`src/sv/hale_pkg.sv`:
```
`default_nettype none

package hale_pkg;

    // Phase of the line being parsed.
    typedef enum logic [2:0] {
        PH_LEAD  = 3'd0,
        PH_SKIP  = 3'd1,
        PH_ADDR  = 3'd2,
        PH_ATAIL = 3'd3,
        PH_FIRST = 3'd4,
        PH_COMP  = 3'd5,
        PH_JUMP  = 3'd6,
        PH_CTAIL = 3'd7
    } t_phase;

    // Error codes carried with each result word.
    localparam logic [1:0] ERR_OK   = 2'd0;
    localparam logic [1:0] ERR_MNEM = 2'd1;
    localparam logic [1:0] ERR_ADDR = 2'd2;

    // Characters of interest.
    localparam logic [7:0] CH_NL    = 8'h0A;
    localparam logic [7:0] CH_TAB   = 8'h09;
    localparam logic [7:0] CH_CR    = 8'h0D;
    localparam logic [7:0] CH_SPACE = 8'h20;
    localparam logic [7:0] CH_SLASH = 8'h2F;
    localparam logic [7:0] CH_AT    = 8'h40;
    localparam logic [7:0] CH_EQ    = 8'h3D;
    localparam logic [7:0] CH_SEMI  = 8'h3B;
    localparam logic [7:0] CH_ZERO  = 8'h30;
    localparam logic [7:0] CH_NINE  = 8'h39;

    localparam int unsigned  TOKEN_DEPTH    = 3;
    localparam logic [2:0]   TOKEN_TOO_LONG = 3'd4;
    localparam logic [18:0]  ADDR_LIMIT     = 19'd32767;
    localparam logic [2:0]   C_PREFIX       = 3'b111;

    localparam int unsigned  DATA_IN_W  = 8;
    localparam int unsigned  DATA_OUT_W = 24;

    // Current mnemonic: up to three bytes and its length.
    typedef struct packed {
        logic [2:0]      len;
        logic [2:0][7:0] chars;
    } t_token;

    // Decoded mnemonic lookups on the current token.
    typedef struct packed {
        logic       comp_hit;
        logic [6:0] comp_code;
        logic       dest_hit;
        logic [2:0] dest_code;
        logic       jump_hit;
        logic [2:0] jump_code;
    } t_mnem_dec;

    // One finished line.
    typedef struct packed {
        logic        valid;
        logic [15:0] word;
        logic [1:0]  err;
    } t_result;

    function automatic logic is_blank(input logic [7:0] c);
        return (c == CH_SPACE) || (c == CH_TAB) || (c == CH_CR);
    endfunction

endpackage

`default_nettype wire

```
`src/sv/hale_mnem_dec.sv`:
```
`default_nettype none

module hale_mnem_dec
    import hale_pkg::*;
(
    input  wire t_token    i_token,
    output t_mnem_dec      o_dec
);

    logic [26:0] w_key;

    // Length in the key keeps a short token with zero bytes apart from a longer one.
    assign w_key = {i_token.len, i_token.chars[0], i_token.chars[1], i_token.chars[2]};

    always_comb begin
        o_dec.comp_hit  = 1'b1;
        o_dec.comp_code = 7'h00;
        o_dec.dest_hit  = 1'b1;
        o_dec.dest_code = 3'd0;
        o_dec.jump_hit  = 1'b1;
        o_dec.jump_code = 3'd0;

        // Comp mnemonics, a-bit on top.
        case (w_key)
            {3'd1, "0",   16'h0}: o_dec.comp_code = 7'h2A;
            {3'd1, "1",   16'h0}: o_dec.comp_code = 7'h3F;
            {3'd2, "-1",  8'h0}:  o_dec.comp_code = 7'h3A;
            {3'd1, "D",   16'h0}: o_dec.comp_code = 7'h0C;
            {3'd1, "A",   16'h0}: o_dec.comp_code = 7'h30;
            {3'd2, "!D",  8'h0}:  o_dec.comp_code = 7'h0D;
            {3'd2, "!A",  8'h0}:  o_dec.comp_code = 7'h31;
            {3'd2, "-D",  8'h0}:  o_dec.comp_code = 7'h0F;
            {3'd2, "-A",  8'h0}:  o_dec.comp_code = 7'h33;
            {3'd3, "D+1"}:        o_dec.comp_code = 7'h1F;
            {3'd3, "A+1"}:        o_dec.comp_code = 7'h37;
            {3'd3, "D-1"}:        o_dec.comp_code = 7'h0E;
            {3'd3, "A-1"}:        o_dec.comp_code = 7'h32;
            {3'd3, "D+A"}:        o_dec.comp_code = 7'h02;
            {3'd3, "D-A"}:        o_dec.comp_code = 7'h13;
            {3'd3, "A-D"}:        o_dec.comp_code = 7'h07;
            {3'd3, "D&A"}:        o_dec.comp_code = 7'h00;
            {3'd3, "D|A"}:        o_dec.comp_code = 7'h15;
            {3'd1, "M",   16'h0}: o_dec.comp_code = 7'h70;
            {3'd2, "!M",  8'h0}:  o_dec.comp_code = 7'h71;
            {3'd2, "-M",  8'h0}:  o_dec.comp_code = 7'h73;
            {3'd3, "M+1"}:        o_dec.comp_code = 7'h77;
            {3'd3, "M-1"}:        o_dec.comp_code = 7'h72;
            {3'd3, "D+M"}:        o_dec.comp_code = 7'h42;
            {3'd3, "D-M"}:        o_dec.comp_code = 7'h53;
            {3'd3, "M-D"}:        o_dec.comp_code = 7'h47;
            {3'd3, "D&M"}:        o_dec.comp_code = 7'h40;
            {3'd3, "D|M"}:        o_dec.comp_code = 7'h55;
            default:              o_dec.comp_hit  = 1'b0;
        endcase

        // Dest mnemonics; the empty one never matches.
        case (w_key)
            {3'd1, "M",   16'h0}: o_dec.dest_code = 3'd1;
            {3'd1, "D",   16'h0}: o_dec.dest_code = 3'd2;
            {3'd2, "MD",  8'h0}:  o_dec.dest_code = 3'd3;
            {3'd1, "A",   16'h0}: o_dec.dest_code = 3'd4;
            {3'd2, "AM",  8'h0}:  o_dec.dest_code = 3'd5;
            {3'd2, "AD",  8'h0}:  o_dec.dest_code = 3'd6;
            {3'd3, "AMD"}:        o_dec.dest_code = 3'd7;
            default:              o_dec.dest_hit  = 1'b0;
        endcase

        // Jump mnemonics.
        case (w_key)
            {3'd3, "JGT"}: o_dec.jump_code = 3'd1;
            {3'd3, "JEQ"}: o_dec.jump_code = 3'd2;
            {3'd3, "JGE"}: o_dec.jump_code = 3'd3;
            {3'd3, "JLT"}: o_dec.jump_code = 3'd4;
            {3'd3, "JNE"}: o_dec.jump_code = 3'd5;
            {3'd3, "JLE"}: o_dec.jump_code = 3'd6;
            {3'd3, "JMP"}: o_dec.jump_code = 3'd7;
            default:       o_dec.jump_hit  = 1'b0;
        endcase
    end

endmodule

`default_nettype wire

```
`src/sv/hale_line_parser.sv`:
```
`default_nettype none

module hale_line_parser
    import hale_pkg::*;
(
    input  wire        i_clk,
    input  wire        i_rst_n,
    input  wire        i_step,
    input  wire [7:0]  i_char,
    output t_result    o_result
);

    t_phase      r_phase,    n_phase;
    logic [14:0] r_acc,      n_acc;
    logic        r_addr_bad, n_addr_bad;
    t_token      r_token,    n_token;
    logic [2:0]  r_dest,     n_dest;
    logic [6:0]  r_comp,     n_comp;
    logic        r_mnem_bad, n_mnem_bad;

    t_mnem_dec   w_dec;
    t_phase      w_work;
    logic        w_lead_done;
    logic [18:0] w_addr_next;
    logic [2:0]  w_jump;
    logic [6:0]  w_comp;
    logic        w_bad;

    hale_mnem_dec u_mnem_dec (
        .i_token (r_token),
        .o_dec   (w_dec)
    );

    assign w_addr_next = 19'(r_acc) * 19'd10 + 19'(i_char - CH_ZERO);

    // Next state and the result of the word in hand.
    always_comb begin
        n_phase     = r_phase;
        n_acc       = r_acc;
        n_addr_bad  = r_addr_bad;
        n_token     = r_token;
        n_dest      = r_dest;
        n_comp      = r_comp;
        n_mnem_bad  = r_mnem_bad;
        o_result    = '0;
        w_work      = r_phase;
        w_lead_done = 1'b0;
        w_jump      = 3'd0;
        w_comp      = r_comp;
        w_bad       = r_mnem_bad;

        if (i_char == CH_NL) begin
            // End of line: encode, then start a fresh line.
            case (r_phase)
                PH_ADDR, PH_ATAIL: begin
                    w_bad          = r_addr_bad || (r_token.len == 3'd0);
                    o_result.valid = 1'b1;
                    o_result.word  = w_bad ? 16'h0000 : {1'b0, r_acc};
                    o_result.err   = w_bad ? ERR_ADDR : ERR_OK;
                end
                PH_FIRST, PH_COMP, PH_JUMP, PH_CTAIL: begin
                    if (r_phase == PH_FIRST || r_phase == PH_COMP) begin
                        w_comp = w_dec.comp_hit ? w_dec.comp_code : 7'h00;
                        w_bad  = r_mnem_bad || !w_dec.comp_hit;
                    end else if (r_phase == PH_JUMP || r_token.len != 3'd0) begin
                        w_jump = w_dec.jump_hit ? w_dec.jump_code : 3'd0;
                        w_bad  = r_mnem_bad || !w_dec.jump_hit;
                    end
                    o_result.valid = 1'b1;
                    o_result.word  = {C_PREFIX, w_comp, r_dest, w_jump};
                    o_result.err   = w_bad ? ERR_MNEM : ERR_OK;
                end
                default: o_result.valid = 1'b0;
            endcase
            n_phase    = PH_LEAD;
            n_acc      = '0;
            n_addr_bad = 1'b0;
            n_token    = '0;
            n_dest     = '0;
            n_comp     = '0;
            n_mnem_bad = 1'b0;
        end else begin
            // Start of line decides the kind of line.
            if (r_phase == PH_LEAD) begin
                w_lead_done = 1'b1;
                if (is_blank(i_char)) begin
                    n_phase = PH_LEAD;
                end else if (i_char == CH_SLASH) begin
                    n_phase = PH_SKIP;
                end else if (i_char == CH_AT) begin
                    n_phase = PH_ADDR;
                end else begin
                    w_work      = PH_FIRST;
                    n_phase     = PH_FIRST;
                    w_lead_done = 1'b0;
                end
            end

            if (!w_lead_done && !is_blank(i_char)) begin
                case (w_work)
                    PH_ADDR: begin
                        if (i_char == CH_SLASH) begin
                            n_phase = PH_ATAIL;
                        end else if (i_char >= CH_ZERO && i_char <= CH_NINE) begin
                            n_token.len = 3'd1;
                            if (!r_addr_bad) begin
                                if (w_addr_next > ADDR_LIMIT) begin
                                    n_addr_bad = 1'b1;
                                    n_acc      = '0;
                                end else begin
                                    n_acc = w_addr_next[14:0];
                                end
                            end
                        end else begin
                            n_addr_bad = 1'b1;
                        end
                    end
                    PH_FIRST, PH_COMP, PH_JUMP: begin
                        if (i_char == CH_EQ && w_work == PH_FIRST) begin
                            n_dest     = w_dec.dest_hit ? w_dec.dest_code : 3'd0;
                            n_mnem_bad = r_mnem_bad || !w_dec.dest_hit;
                            n_token    = '0;
                            n_phase    = PH_COMP;
                        end else if (i_char == CH_SEMI && w_work != PH_JUMP) begin
                            n_comp     = w_dec.comp_hit ? w_dec.comp_code : 7'h00;
                            n_mnem_bad = r_mnem_bad || !w_dec.comp_hit;
                            n_token    = '0;
                            n_phase    = PH_JUMP;
                        end else if (i_char == CH_SLASH && w_work != PH_JUMP) begin
                            n_comp     = w_dec.comp_hit ? w_dec.comp_code : 7'h00;
                            n_mnem_bad = r_mnem_bad || !w_dec.comp_hit;
                            n_token    = '0;
                            n_phase    = PH_CTAIL;
                        end else if (i_char == CH_SLASH) begin
                            // A jump part cut short by a comment keeps its token.
                            n_mnem_bad = r_mnem_bad || (r_token.len == 3'd0);
                            n_phase    = PH_CTAIL;
                        end else if (r_token.len < 3'(TOKEN_DEPTH)) begin
                            n_token.chars[r_token.len[1:0]] = i_char;
                            n_token.len                     = r_token.len + 3'd1;
                        end else begin
                            n_token.len = TOKEN_TOO_LONG;
                        end
                    end
                    default: n_phase = n_phase;
                endcase
            end
        end
    end

    // Line state.
    always_ff @(posedge i_clk) begin
        if (!i_rst_n) begin
            r_phase    <= PH_LEAD;
            r_acc      <= '0;
            r_addr_bad <= 1'b0;
            r_token    <= '0;
            r_dest     <= '0;
            r_comp     <= '0;
            r_mnem_bad <= 1'b0;
        end else if (i_step) begin
            r_phase    <= n_phase;
            r_acc      <= n_acc;
            r_addr_bad <= n_addr_bad;
            r_token    <= n_token;
            r_dest     <= n_dest;
            r_comp     <= n_comp;
            r_mnem_bad <= n_mnem_bad;
        end
    end

endmodule

`default_nettype wire

```
`src/sv/hack_assembly_line_encoder_top.sv`:
```
// Hack assembly line encoder.
// Text enters one byte per word on the slave stream (i_s_axis_*); each
// newline that closes an instruction line gives one word on the master
// stream (o_m_axis_*). Blank lines and comment lines give no word.
// A byte is captured in an input register, then decoded against the line
// state and, for a newline, the encoded instruction is loaded into the
// output register once that register is free; the result is then presented
// on the master stream.
// One byte is accepted every cycle unless a newline waits on a busy
// output register; the line state updates from the input register.
// When the receiver stalls with a word held, bytes that give no result
// still flow; a newline that closes a line waits in the input register,
// and the input then holds tready low until the output register frees.
// Reset (synchronous, active low) empties both registers and returns the
// parser to the start of a fresh line.
`default_nettype none

module hack_assembly_line_encoder_top
    import hale_pkg::*;
(
    input  wire                   i_clk,
    input  wire                   i_rst_n,
    input  wire                   i_s_axis_tvalid,
    output logic                  o_s_axis_tready,
    input  wire [DATA_IN_W-1:0]   i_s_axis_tdata,  // [7:0] character
    output logic                  o_m_axis_tvalid,
    input  wire                   i_m_axis_tready,
    output logic [DATA_OUT_W-1:0] o_m_axis_tdata   // [15:0] instruction_word, [17:16] error_code
);

    logic        r_in_valid;
    logic [7:0]  r_in_char;
    logic        r_out_valid;
    logic [15:0] r_out_word;
    logic [1:0]  r_out_err;

    t_result     w_result;
    logic        w_out_free;
    logic        w_consume;

    hale_line_parser u_line_parser (
        .i_clk    (i_clk),
        .i_rst_n  (i_rst_n),
        .i_step   (w_consume),
        .i_char   (r_in_char),
        .o_result (w_result)
    );

    // Handshake: a held byte moves on unless it needs a busy output slot.
    assign w_out_free      = !r_out_valid || i_m_axis_tready;
    assign w_consume       = r_in_valid && (!w_result.valid || w_out_free);
    assign o_s_axis_tready = !r_in_valid || w_consume;

    // Input register.
    always_ff @(posedge i_clk) begin
        if (!i_rst_n) begin
            r_in_valid <= 1'b0;
        end else if (o_s_axis_tready) begin
            r_in_valid <= i_s_axis_tvalid;
        end
    end

    always_ff @(posedge i_clk) begin
        if (i_s_axis_tvalid && o_s_axis_tready) begin
            r_in_char <= i_s_axis_tdata;
        end
    end

    // Output register.
    always_ff @(posedge i_clk) begin
        if (!i_rst_n) begin
            r_out_valid <= 1'b0;
        end else if (w_consume && w_result.valid) begin
            r_out_valid <= 1'b1;
        end else if (i_m_axis_tready) begin
            r_out_valid <= 1'b0;
        end
    end

    always_ff @(posedge i_clk) begin
        if (w_consume && w_result.valid) begin
            r_out_word <= w_result.word;
            r_out_err  <= w_result.err;
        end
    end

    assign o_m_axis_tvalid = r_out_valid;
    assign o_m_axis_tdata  = {(DATA_OUT_W - 18)'(0), r_out_err, r_out_word};

endmodule

`default_nettype wire

```
`config.mk`:
```
export PLATFORM = sky130hd
export DESIGN_NAME = hack_assembly_line_encoder_top
export DESIGN_NICKNAME = d
export VERILOG_FILES = /design/src/sv/hale_pkg.sv /design/src/sv/hale_mnem_dec.sv /design/src/sv/hale_line_parser.sv /design/src/sv/hack_assembly_line_encoder_top.sv
export SDC_FILE = /design/constraint.sdc
export NUM_CORES = 1
export LEC_CHECK = 0
export ABC_AREA = 1
export BUFFER_PORTS_ARGS = -buffer_cell sky130_fd_sc_hd__buf_4
export CORE_ASPECT_RATIO = 1.25
export CORE_MARGIN = 2
export CORE_UTILIZATION = 40
export DETAILED_ROUTE_END_ITERATION = 10
export SYNTH_ARGS = -nofsm -noshare
export SYNTH_HDL_FRONTEND = slang
export SYNTH_SLANG_ARGS = --single-unit
export TNS_END_PERCENT = 100
```
`constraint.sdc`:
```
create_clock -name i_clk -period 4 [get_ports i_clk]
set_clock_uncertainty 0.1 [all_clocks]
set_input_delay 0 -clock i_clk [delete_from_list [all_inputs] [get_ports i_clk]]
set_output_delay 0 -clock i_clk [all_outputs]
set_load 0.01 [all_outputs]
```
==> results.txt, run 1 <==
After clock tree synthesis, the clock-pin slew on the worst setup and hold paths is 0.07 ns. After synthesis, the largest family of logic cells by area is simple AND/OR/NAND/NOR gates. The synthesized-area fraction occupied by ao, oa, aoi and oai cells is 12.0%. The flow ran to the end, and the final reports show no timing, DRC or antenna violations. Summing the areas of all and, or, nand and nor instances in the mapped netlist gives 39.5% of the synthesized area. The number of nets in the layout is 1,243. The first global-routing pass estimated 35.4 mm of wire. The synthesized instance count is 1,132. The floorplan step set the die height to between 150 and 200 µm. The average wire per cell in the routed design is 15.4 µm. The maximum fanout along the worst path is 15. The final HPWL from detailed placement is about 17 mm.

Port buffering added 31 buffers. The number of antenna violations at the first check in global routing came out at 0. Fill cells in the final layout number 1,953. The cell-internal power is around 1.6 mW. The area of the core region is 18,000 µm². The final critical delay including setup and external delays is 3.75 ns. The final worst hold slack came out at 0.254 ns.

STA classifies the critical path startpoint as a flip-flop. The path category of the worst min-delay check is in -> reg. The first detailed-routing pass ran for 5 iterations. In the finished design, the share of the clock period the worst path needs comes to 93.8%. The floorplan has 55 rows. The worst setup path is captured at a flip-flop. The residual antenna-violating net count after detailed routing came out at 0. The root buffer selected by CTS is clkbuf_16.

The buffer depth of the longest clock path came out at 2. The mean instance size in the synthesized netlist came out at 6.46 µm². The TritonCTS clock tree is built. The reported leakage power is between 4 and 5 nW. The share of synthesized registers carrying an async set or reset came out at 0%. The number of top-level design ports is 38. The sum of negative setup slack is 0 ns. The worst-case headroom to the max-slew limit came out at 21.2%. Once placement finished, the instance area stood at ~7800 µm². The share of the yosys chip area belonging to registers came out at 26.8%. The power per cell area is 260 nW/µm². Counting flops with a built-in enable in the synthesized netlist gives 26.

After Yosys synthesis, full adders, half adders and majority gates account for a little under a tenth of the synthesized area. The count of clock tree sinks came out at 85. By area the synthesized netlist is led by nand2_1, dfxtp_1, edfxtp_1. The horizontal extent of the die came out at 125 µm. The worst hold path passes through 2 cells. For the worst flop-to-flop path, the logic depth is 21. The number of setup violations in the final report came out at 0. The number of endpoints with negative hold slack in the final report is 0.

Sorting the synthesized cells by how often they occur yields nand2_1, nor2_1, inv_1. For this run, the leading register cell type out of synthesis is dfxtp_1. In this run switching power makes up 28.6% of total power. The largest net degree at the start of global routing came out at 33.

The antenna diode instance count came out at 0. Of all cell types, the one taking the most synthesized area is nand2_1. For this block, the initial DRC count from the detailed router was 542. The die covers 19,400 µm². The total routed wirelength is ~22 mm.

The area of the mapped netlist is around 7300 µm². The synthesized flop and latch total is 85. The maximum frequency from static timing analysis is 0.266 GHz. The detailed router placed approximately 7,300 vias in this run.

The final number of max-transition violations is 0. The initial utilization of the core area, before any placement, comes to around two fifths. For the pin with the worst max-slew slack, the measured transition is 1.18 ns. The share of power burned in the clock network came out at 41.6%. The sequential power share is 43.3%. The category of the most critical setup path is reg -> reg. The power dissipated by switching net loads is 0.621 mW. The total global routing track utilization came out at between 20% and 30%. The worst-case IR drop observed on VDD is 203 µV.

The most frequently used cell type in the post-synthesis netlist is nand2_1. With fillers left out, the area of the finished cells amounts to 8340 µm². The number of levels in the clock H-tree came out at 3. The count of maximum capacitance violations came out at 0. Cells with a size suffix above 1 make up 12.0% of the layout.

The clock latency on the worst-skew pair is roughly 0.36 ns. The overall overflow remaining after global route is 0. The data arrival time of the critical path came out at 3.92 ns. Yosys printed 0 warnings. The DRC violations left came out at 0.

The vias per cell is 5.19. Summing the areas of all xor and xnor instances in the mapped netlist gives 2.27% of the synthesized area. The combinational share of power is 15.1%. Data on the critical path is required at its endpoint by 4.17 ns. The count of cell types in the netlist is 50. The via count of the first global-routing pass is 7,029. The area growth from synthesis to layout is 13.9%. Clock tree synthesis inserted a total of 9 buffers. Routability-driven placement finished with a final weighted congestion of 0.964. The share of the synthesized area in the top cell type came out at 16.2%. The fraction of synthesized area in multiplexers came out at 0%.
sequential cells by signal, summed over array words and instances, names as in the netlist, 2 cells and up:
name	cells
u_line_parser.r_token	27
r_out_word	16
u_line_parser.r_acc	15
r_in_char	8
u_line_parser.r_comp	7
u_line_parser.r_dest	3
u_line_parser.r_phase	3
r_out_err	2
repair_timing:
action / CTS / global route
hold endpoints to repair: 36 / 0
endpoints found under the setup margin: 0 / 16
gates resized for setup: 0 / 29
setup buffers: 0 / 5
hold buffers: 12 / 0
path summary, 6_finish.rpt:
| kind | end | from | slack, ns |
|---|---|---|---|
| max | u_line_parser.r_acc[9]$_SDFFE_PN0P_ | u_line_parser.r_acc[3]$_SDFFE_PN0P_ | 0.25 |
| min | r_in_char[2]$_DFFE_PP_ | i_s_axis_tdata[2] | 0.25 |
| max reg2reg | u_line_parser.r_acc[9]$_SDFFE_PN0P_ | u_line_parser.r_acc[3]$_SDFFE_PN0P_ | 0.25 |
| min reg2reg | u_line_parser.r_comp[5]$_SDFFE_PN0P_ | u_line_parser.r_comp[5]$_SDFFE_PN0P_ | 0.37 |
cell families after synthesis:
family,Yosys count
AND/OR/NAND/NOR,638
buffers and inverters,175
AO/OA/AOI/OAI,161
flip-flops,85
adder cells (fa/ha/maj),53
XOR/XNOR,19
other,1
cell usage in the layout (no fill, tap or decap), types with 6 or more instances in the layout:
cell	n
a21oi_1	83
nor2_2	12
nor2_4	8
a22oi_1	10
o21ai_1	15
ha_1	47
nor2_1	141
nand2_1	312
dlygate4sd3_1	12
buf_4	43
conb_1	6
a21oi_2	6
nand2_2	11
dfxtp_1	55
nand3_1	75
o21ai_0	27
inv_1	131
inv_2	16
nor3_1	18
a31oi_1	6
nand4_1	29
xor2_1	14
clkbuf_16	11
edfxtp_1	26
worst max-delay path, stage by stage (launching register included):
cell	delay [ns]
dfxtp_2	0.34
ha_1	0.29
ha_1	0.36
a21oi_1	0.21
nand2_2	0.12
a21oi_2	0.20
o21ai_0	0.12
xor2_1	0.17
ha_1	0.37
nand2_1	0.12
nor2_1	0.16
inv_1	0.10
nor2_1	0.10
nand2_1	0.07
nand2_2	0.08
inv_1	0.06
nand2_1	0.06
nand2_1	0.09
nor2_4	0.11
buf_12	0.14
nand4_1	0.12
a21oi_2	0.16
power groups by stage:
stage	sequential [mW]	combinational, mW	clock (mW)
after floorplan	0.942	0.250	0
after global placement	0.959	0.314	0
after detailed placement	0.959	0.314	0
after CTS	0.940	0.324	0.915
after global routing	0.943	0.370	0.948
final	0.940	0.329	0.903
per-layer routing:
layer  share of wire, %  track usage (%)  vias up
li1                   -                -     3776
met1                 43             27.1     3348
met2                 51             41.6      162
met3                3.4             2.75       36
met4                3.4             9.15        0
met5                  0                0        -
metrics by stage:
step	power (mW)	setup WS, ns	cells	utilization (%)
final	2.17	0.246	1411	46.2
after global routing	2.26	-0.0810	1411	46.2
after CTS	2.18	0.0390	1406	45.5
after detailed placement	1.27	0.0765	1378	43.0
after global placement	1.27	0.115	1378	43.0
after floorplan	1.19	0.448	1137	-
cell type report:
| class | instances | area, µm² | share of cell area [%] |
|---|---|---|---|
| Multi-Input combinational cell | 877 | 4740 | 56.8 |
| Sequential cell | 85 | 1970 | 23.6 |
| Clock buffer | 15 | 310 | 3.72 |
| Tap cell | 228 | 285 | 3.42 |
| Inverter | 149 | 564 | 6.77 |
| Timing Repair Buffer | 56 | 463 | 5.55 |
| Clock inverter | 1 | 8.76 | 0.105 |
Note: power is estimated with default switching activity, not from simulation.
==> run 2, diff against run 1 <==
Clock period 4 ns to 4.7 ns, I/O delays scaled along.
==> run 2 against run 1 <==
Effect of this change: sequential power is 15% lower; clock power shrank 23%; worst hold slack gained 0.0062 ns; critical endpoint is now u_line_parser.r_acc[0]$_SDFFE_PN0P_; first-iteration DRC count down 1.7%; via count fell by 0.61%; die area unchanged; count of clock-buffer cells in the layout is 2 lower; setup slack improved by 0.25 ns; routed wire length decreased by 1.7%; sequential share of layout area is 0.56 points higher; total power fell by 19%; flip-flop and latch count stayed put.
==> results.txt, run 2 (synthesis results as in run 1) <==
The vias per cell came to 5.19 (about the same). The cell-internal power came to 1.25 mW (-20%). Leaving out fill and tap cells, the most frequent cells in the layout are nand2_1, nor2_1, inv_1. The number of buffers inserted by port buffering is 31 (unchanged).

The layout-stage area growth over the synthesis result is 11.0%. The overall overflow remaining after global route came out at 0 (unchanged). The clock slew seen by the registers of the worst setup and hold paths is 0.07 ns (about the same). The worst setup path is captured at a flip-flop. Traced cell by cell, the critical path runs through ha_1 -> ha_1 -> fa_1 -> nand2_1 -> nand2_1 -> nand3_1 -> nand2_1 -> a31oi_1 -> xnor2_1 -> ha_1 -> nand2_1 -> nor2_1 -> and3_1 -> nand2_1 -> nand3_1 -> nand2_1 -> nor2_2 -> buf_4 -> nand3_1 -> a21oi_1. Setup repair after global routing left no endpoint under its margin. TritonCTS built the clock tree. The maximum vdd drop is 189 µV (-7.3%).

The total via count in the routed design is 7,277 (-0.61%). The share of power burned in the clock network came out at 39.4% (-2.2 points). The number of cells on the critical path came out at 20 (-4.8%). The number of levels in the clock H-tree is 3 (unchanged). The final number of max-transition violations is 0 (unchanged). The number of antenna violations at the first check in global routing is 0 (unchanged). The number of top-level design ports is 38 (unchanged). The largest net degree at the start of global routing is 33 (unchanged).

The final total power came out at 1.77 mW (-19%). The clock latency on the worst-skew pair came out at 0.36 ns (about the same). The data required time of the worst path came out at 4.89 ns (+0.72 ns). The DRC violations left is 0 (unchanged). The slew at the pin with the worst max-slew slack was 1.19 ns (+0.0114 ns).

The data arrival time of the critical path came out at 4.40 ns (+0.48 ns). The final critical delay including setup and external delays came out at 4.21 ns (+0.453 ns). The power dissipated by switching net loads came out at 0.521 mW (-16%). The residual antenna-violating net count after detailed routing is 0 (unchanged). The total global routing track utilization came out at 22.5% (-0.31 points). The number of endpoints with negative hold slack in the final report came to 0 (unchanged).

The cell type group with the largest total delay on the critical path is simple AND/OR/NAND/NOR gates. The vertical extent of the die came out at 155 µm (unchanged). The number of flip-flops under the largest register name came out at 27 (unchanged). The combinational share of power came out at 15.3% (+0.2 points). The antenna diode instance count came out at 0 (unchanged).

The count of clock tree sinks is 85 (unchanged). The fraction of power spent switching nets came out at 29.5% (+0.87 points). The count of hold-fix buffers inserted at cts is 12 (unchanged). The timing startpoint of the critical path is u_line_parser.r_acc[1]$_SDFFE_PN0P_. The total routed wirelength came to 21.4 mm (-1.7%).

The path category of the worst min-delay check is in -> reg. The final HPWL from detailed placement was 16.9 mm (-0.79%). The library cell used most frequently in the layout, excluding fill and tap cells, is nand2_1.

The endpoint identified for the worst register-to-register timing path is u_line_parser.r_acc[0]$_SDFFE_PN0P_. The number of DRC markers after the initial detailed-route iteration came out at 533 (-1.7%). Clock tree synthesis selected as its root buffer the cell clkbuf_16.

The count of cells along the worst register-to-register path was 20 (-4.8%). The worst-case headroom to the max-slew limit came out at 20.5% (-0.76 points). The maximum frequency from static timing analysis came out at 0.238 GHz (-11%). The count of TritonRoute iterations in the first routing pass is 5 (unchanged). The starting density of the core came out at 40.6% (unchanged).

The floorplan die area came out at 19,400 µm² (unchanged). By startpoint and endpoint, the worst setup path is classified as reg -> reg. The horizontal extent of the die is 125 µm (unchanged). The via count of the first global-routing pass came to 7,042 (+0.18%).

The count of buffering cells on the critical path with inverters included is 1 (-2). The first-pass GRT wire length is 34.9 mm (-1.4%). The number of fill cells was 1,953 (unchanged).

The count of cells resized by post-cts repair was 0 (unchanged). The average wire per cell in the routed design is 15.3 µm (-1.2%). The largest registers in the layout are u_line_parser.r_token (27), r_out_word (16), u_line_parser.r_acc (15). The flow ran to the end, and the final reports show no timing, DRC or antenna violations. The sequential power share is 45.2% (+1.9 points). The worst stage delay on the critical path is 0.59 ns (+0.22 ns). The count of maximum capacitance violations is 0 (unchanged).

The worst-case register-to-register setup slack was 0.49 ns (+0.25 ns). Ranked by flip-flop count, first place goes to u_line_parser.r_token. The share of final-layout standard cells stronger than drive strength 1 is 9.28% (-2.7 points). The maximum fanout along the worst path is 16 (+1). The worst setup path is launched from a flip-flop. The number of cell rows came out at 55 (unchanged). The number of buffers created by CTS is 9 (unchanged). The sum of negative setup slack is 0 ns (unchanged).

The share of the clock period used by the worst path came out at 89.5% (-4.3 points). The slowest cell on the critical path is nor2_2. In this design, the critical path's most frequently occurring cell is nand2_1.

The buffer depth of the longest clock path came to 2 (unchanged). The placer congestion estimate came to 0.937 (-2.8%). The area of the core region was 18,000 µm² (unchanged). The worst setup path endpoint is u_line_parser.r_acc[0]$_SDFFE_PN0P_. The number of nets in the layout came out at 1,235 (-0.64%).

The number of setup violations in the final report was 0 (unchanged). The post-CTS repair timing setup buffer count was 0 (unchanged). The power per cell area was 218 nW/µm² (-16%).

The startpoint identified for the worst register-to-register timing path is u_line_parser.r_acc[1]$_SDFFE_PN0P_. The reported leakage power came out at 4.05 nW (-1.4%).
[run 2: power groups by stage]
stage          registers, mW  logic [mW]  clock network (mW)
2_1_floorplan          0.801       0.212                   0
3_3_place_gp           0.816       0.262                   0
3_5_place_dp           0.816       0.263                   0
4_1_cts                0.800       0.272               0.711
5_1_grt                0.803       0.306               0.738
6_report               0.800       0.271               0.698
[run 2: area by class of cell]
class	count	area, µm²	share of cell area (%)
clock buffers	13	260	3.20
clock inverters	3	20.0	0.246
inverters	149	564	6.95
multi-input cells	877	4640	57.1
flip-flops and latches	85	1960	24.2
well taps	228	285	3.51
repair buffers	48	390	4.81
[run 2: how the worst min path moves through the flow]
stage	startpoint	endpoint	slack (ns)	depth (start not counted)
after floorplan	i_s_axis_tdata[0]	r_in_char[0]$_DFFE_PP_	-0.001	0
after global placement	i_s_axis_tdata[6]	r_in_char[6]$_DFFE_PP_	0.08	1
after detailed placement	i_s_axis_tdata[7]	r_in_char[7]$_DFFE_PP_	0.08	1
after CTS	i_s_axis_tdata[1]	r_in_char[1]$_DFFE_PP_	0.25	2
after global routing	i_s_axis_tdata[3]	r_in_char[3]$_DFFE_PP_	0.26	2
final	i_s_axis_tdata[2]	r_in_char[2]$_DFFE_PP_	0.26	2
[run 2: metrics by stage]
stage | area, µm² | hold slack [ns] | worst slack, ns | std cells | util (%)
2_1_floorplan | 7340 | -0.00113 | 1.15 | 1137 | -
3_3_place_gp | 7720 | 0.0790 | 0.618 | 1375 | 42.8
3_5_place_dp | 7720 | 0.0810 | 0.507 | 1375 | 42.8
4_1_cts | 8120 | 0.252 | 0.493 | 1403 | 45.1
5_1_grt | 8120 | 0.265 | 0.0482 | 1403 | 45.1
6_report | 8120 | 0.260 | 0.493 | 1403 | 45.1
[run 2: metal layers]
layer | share of wire [%] | global-route usage [%] | routed length, µm
met1 | 43 | 26.4 | 9140
met2 | 51 | 41.1 | 10900
met4 | 3.3 | 9.42 | 699
met5 | 0 | 0 | 0
met3 | 3.0 | 2.82 | 637
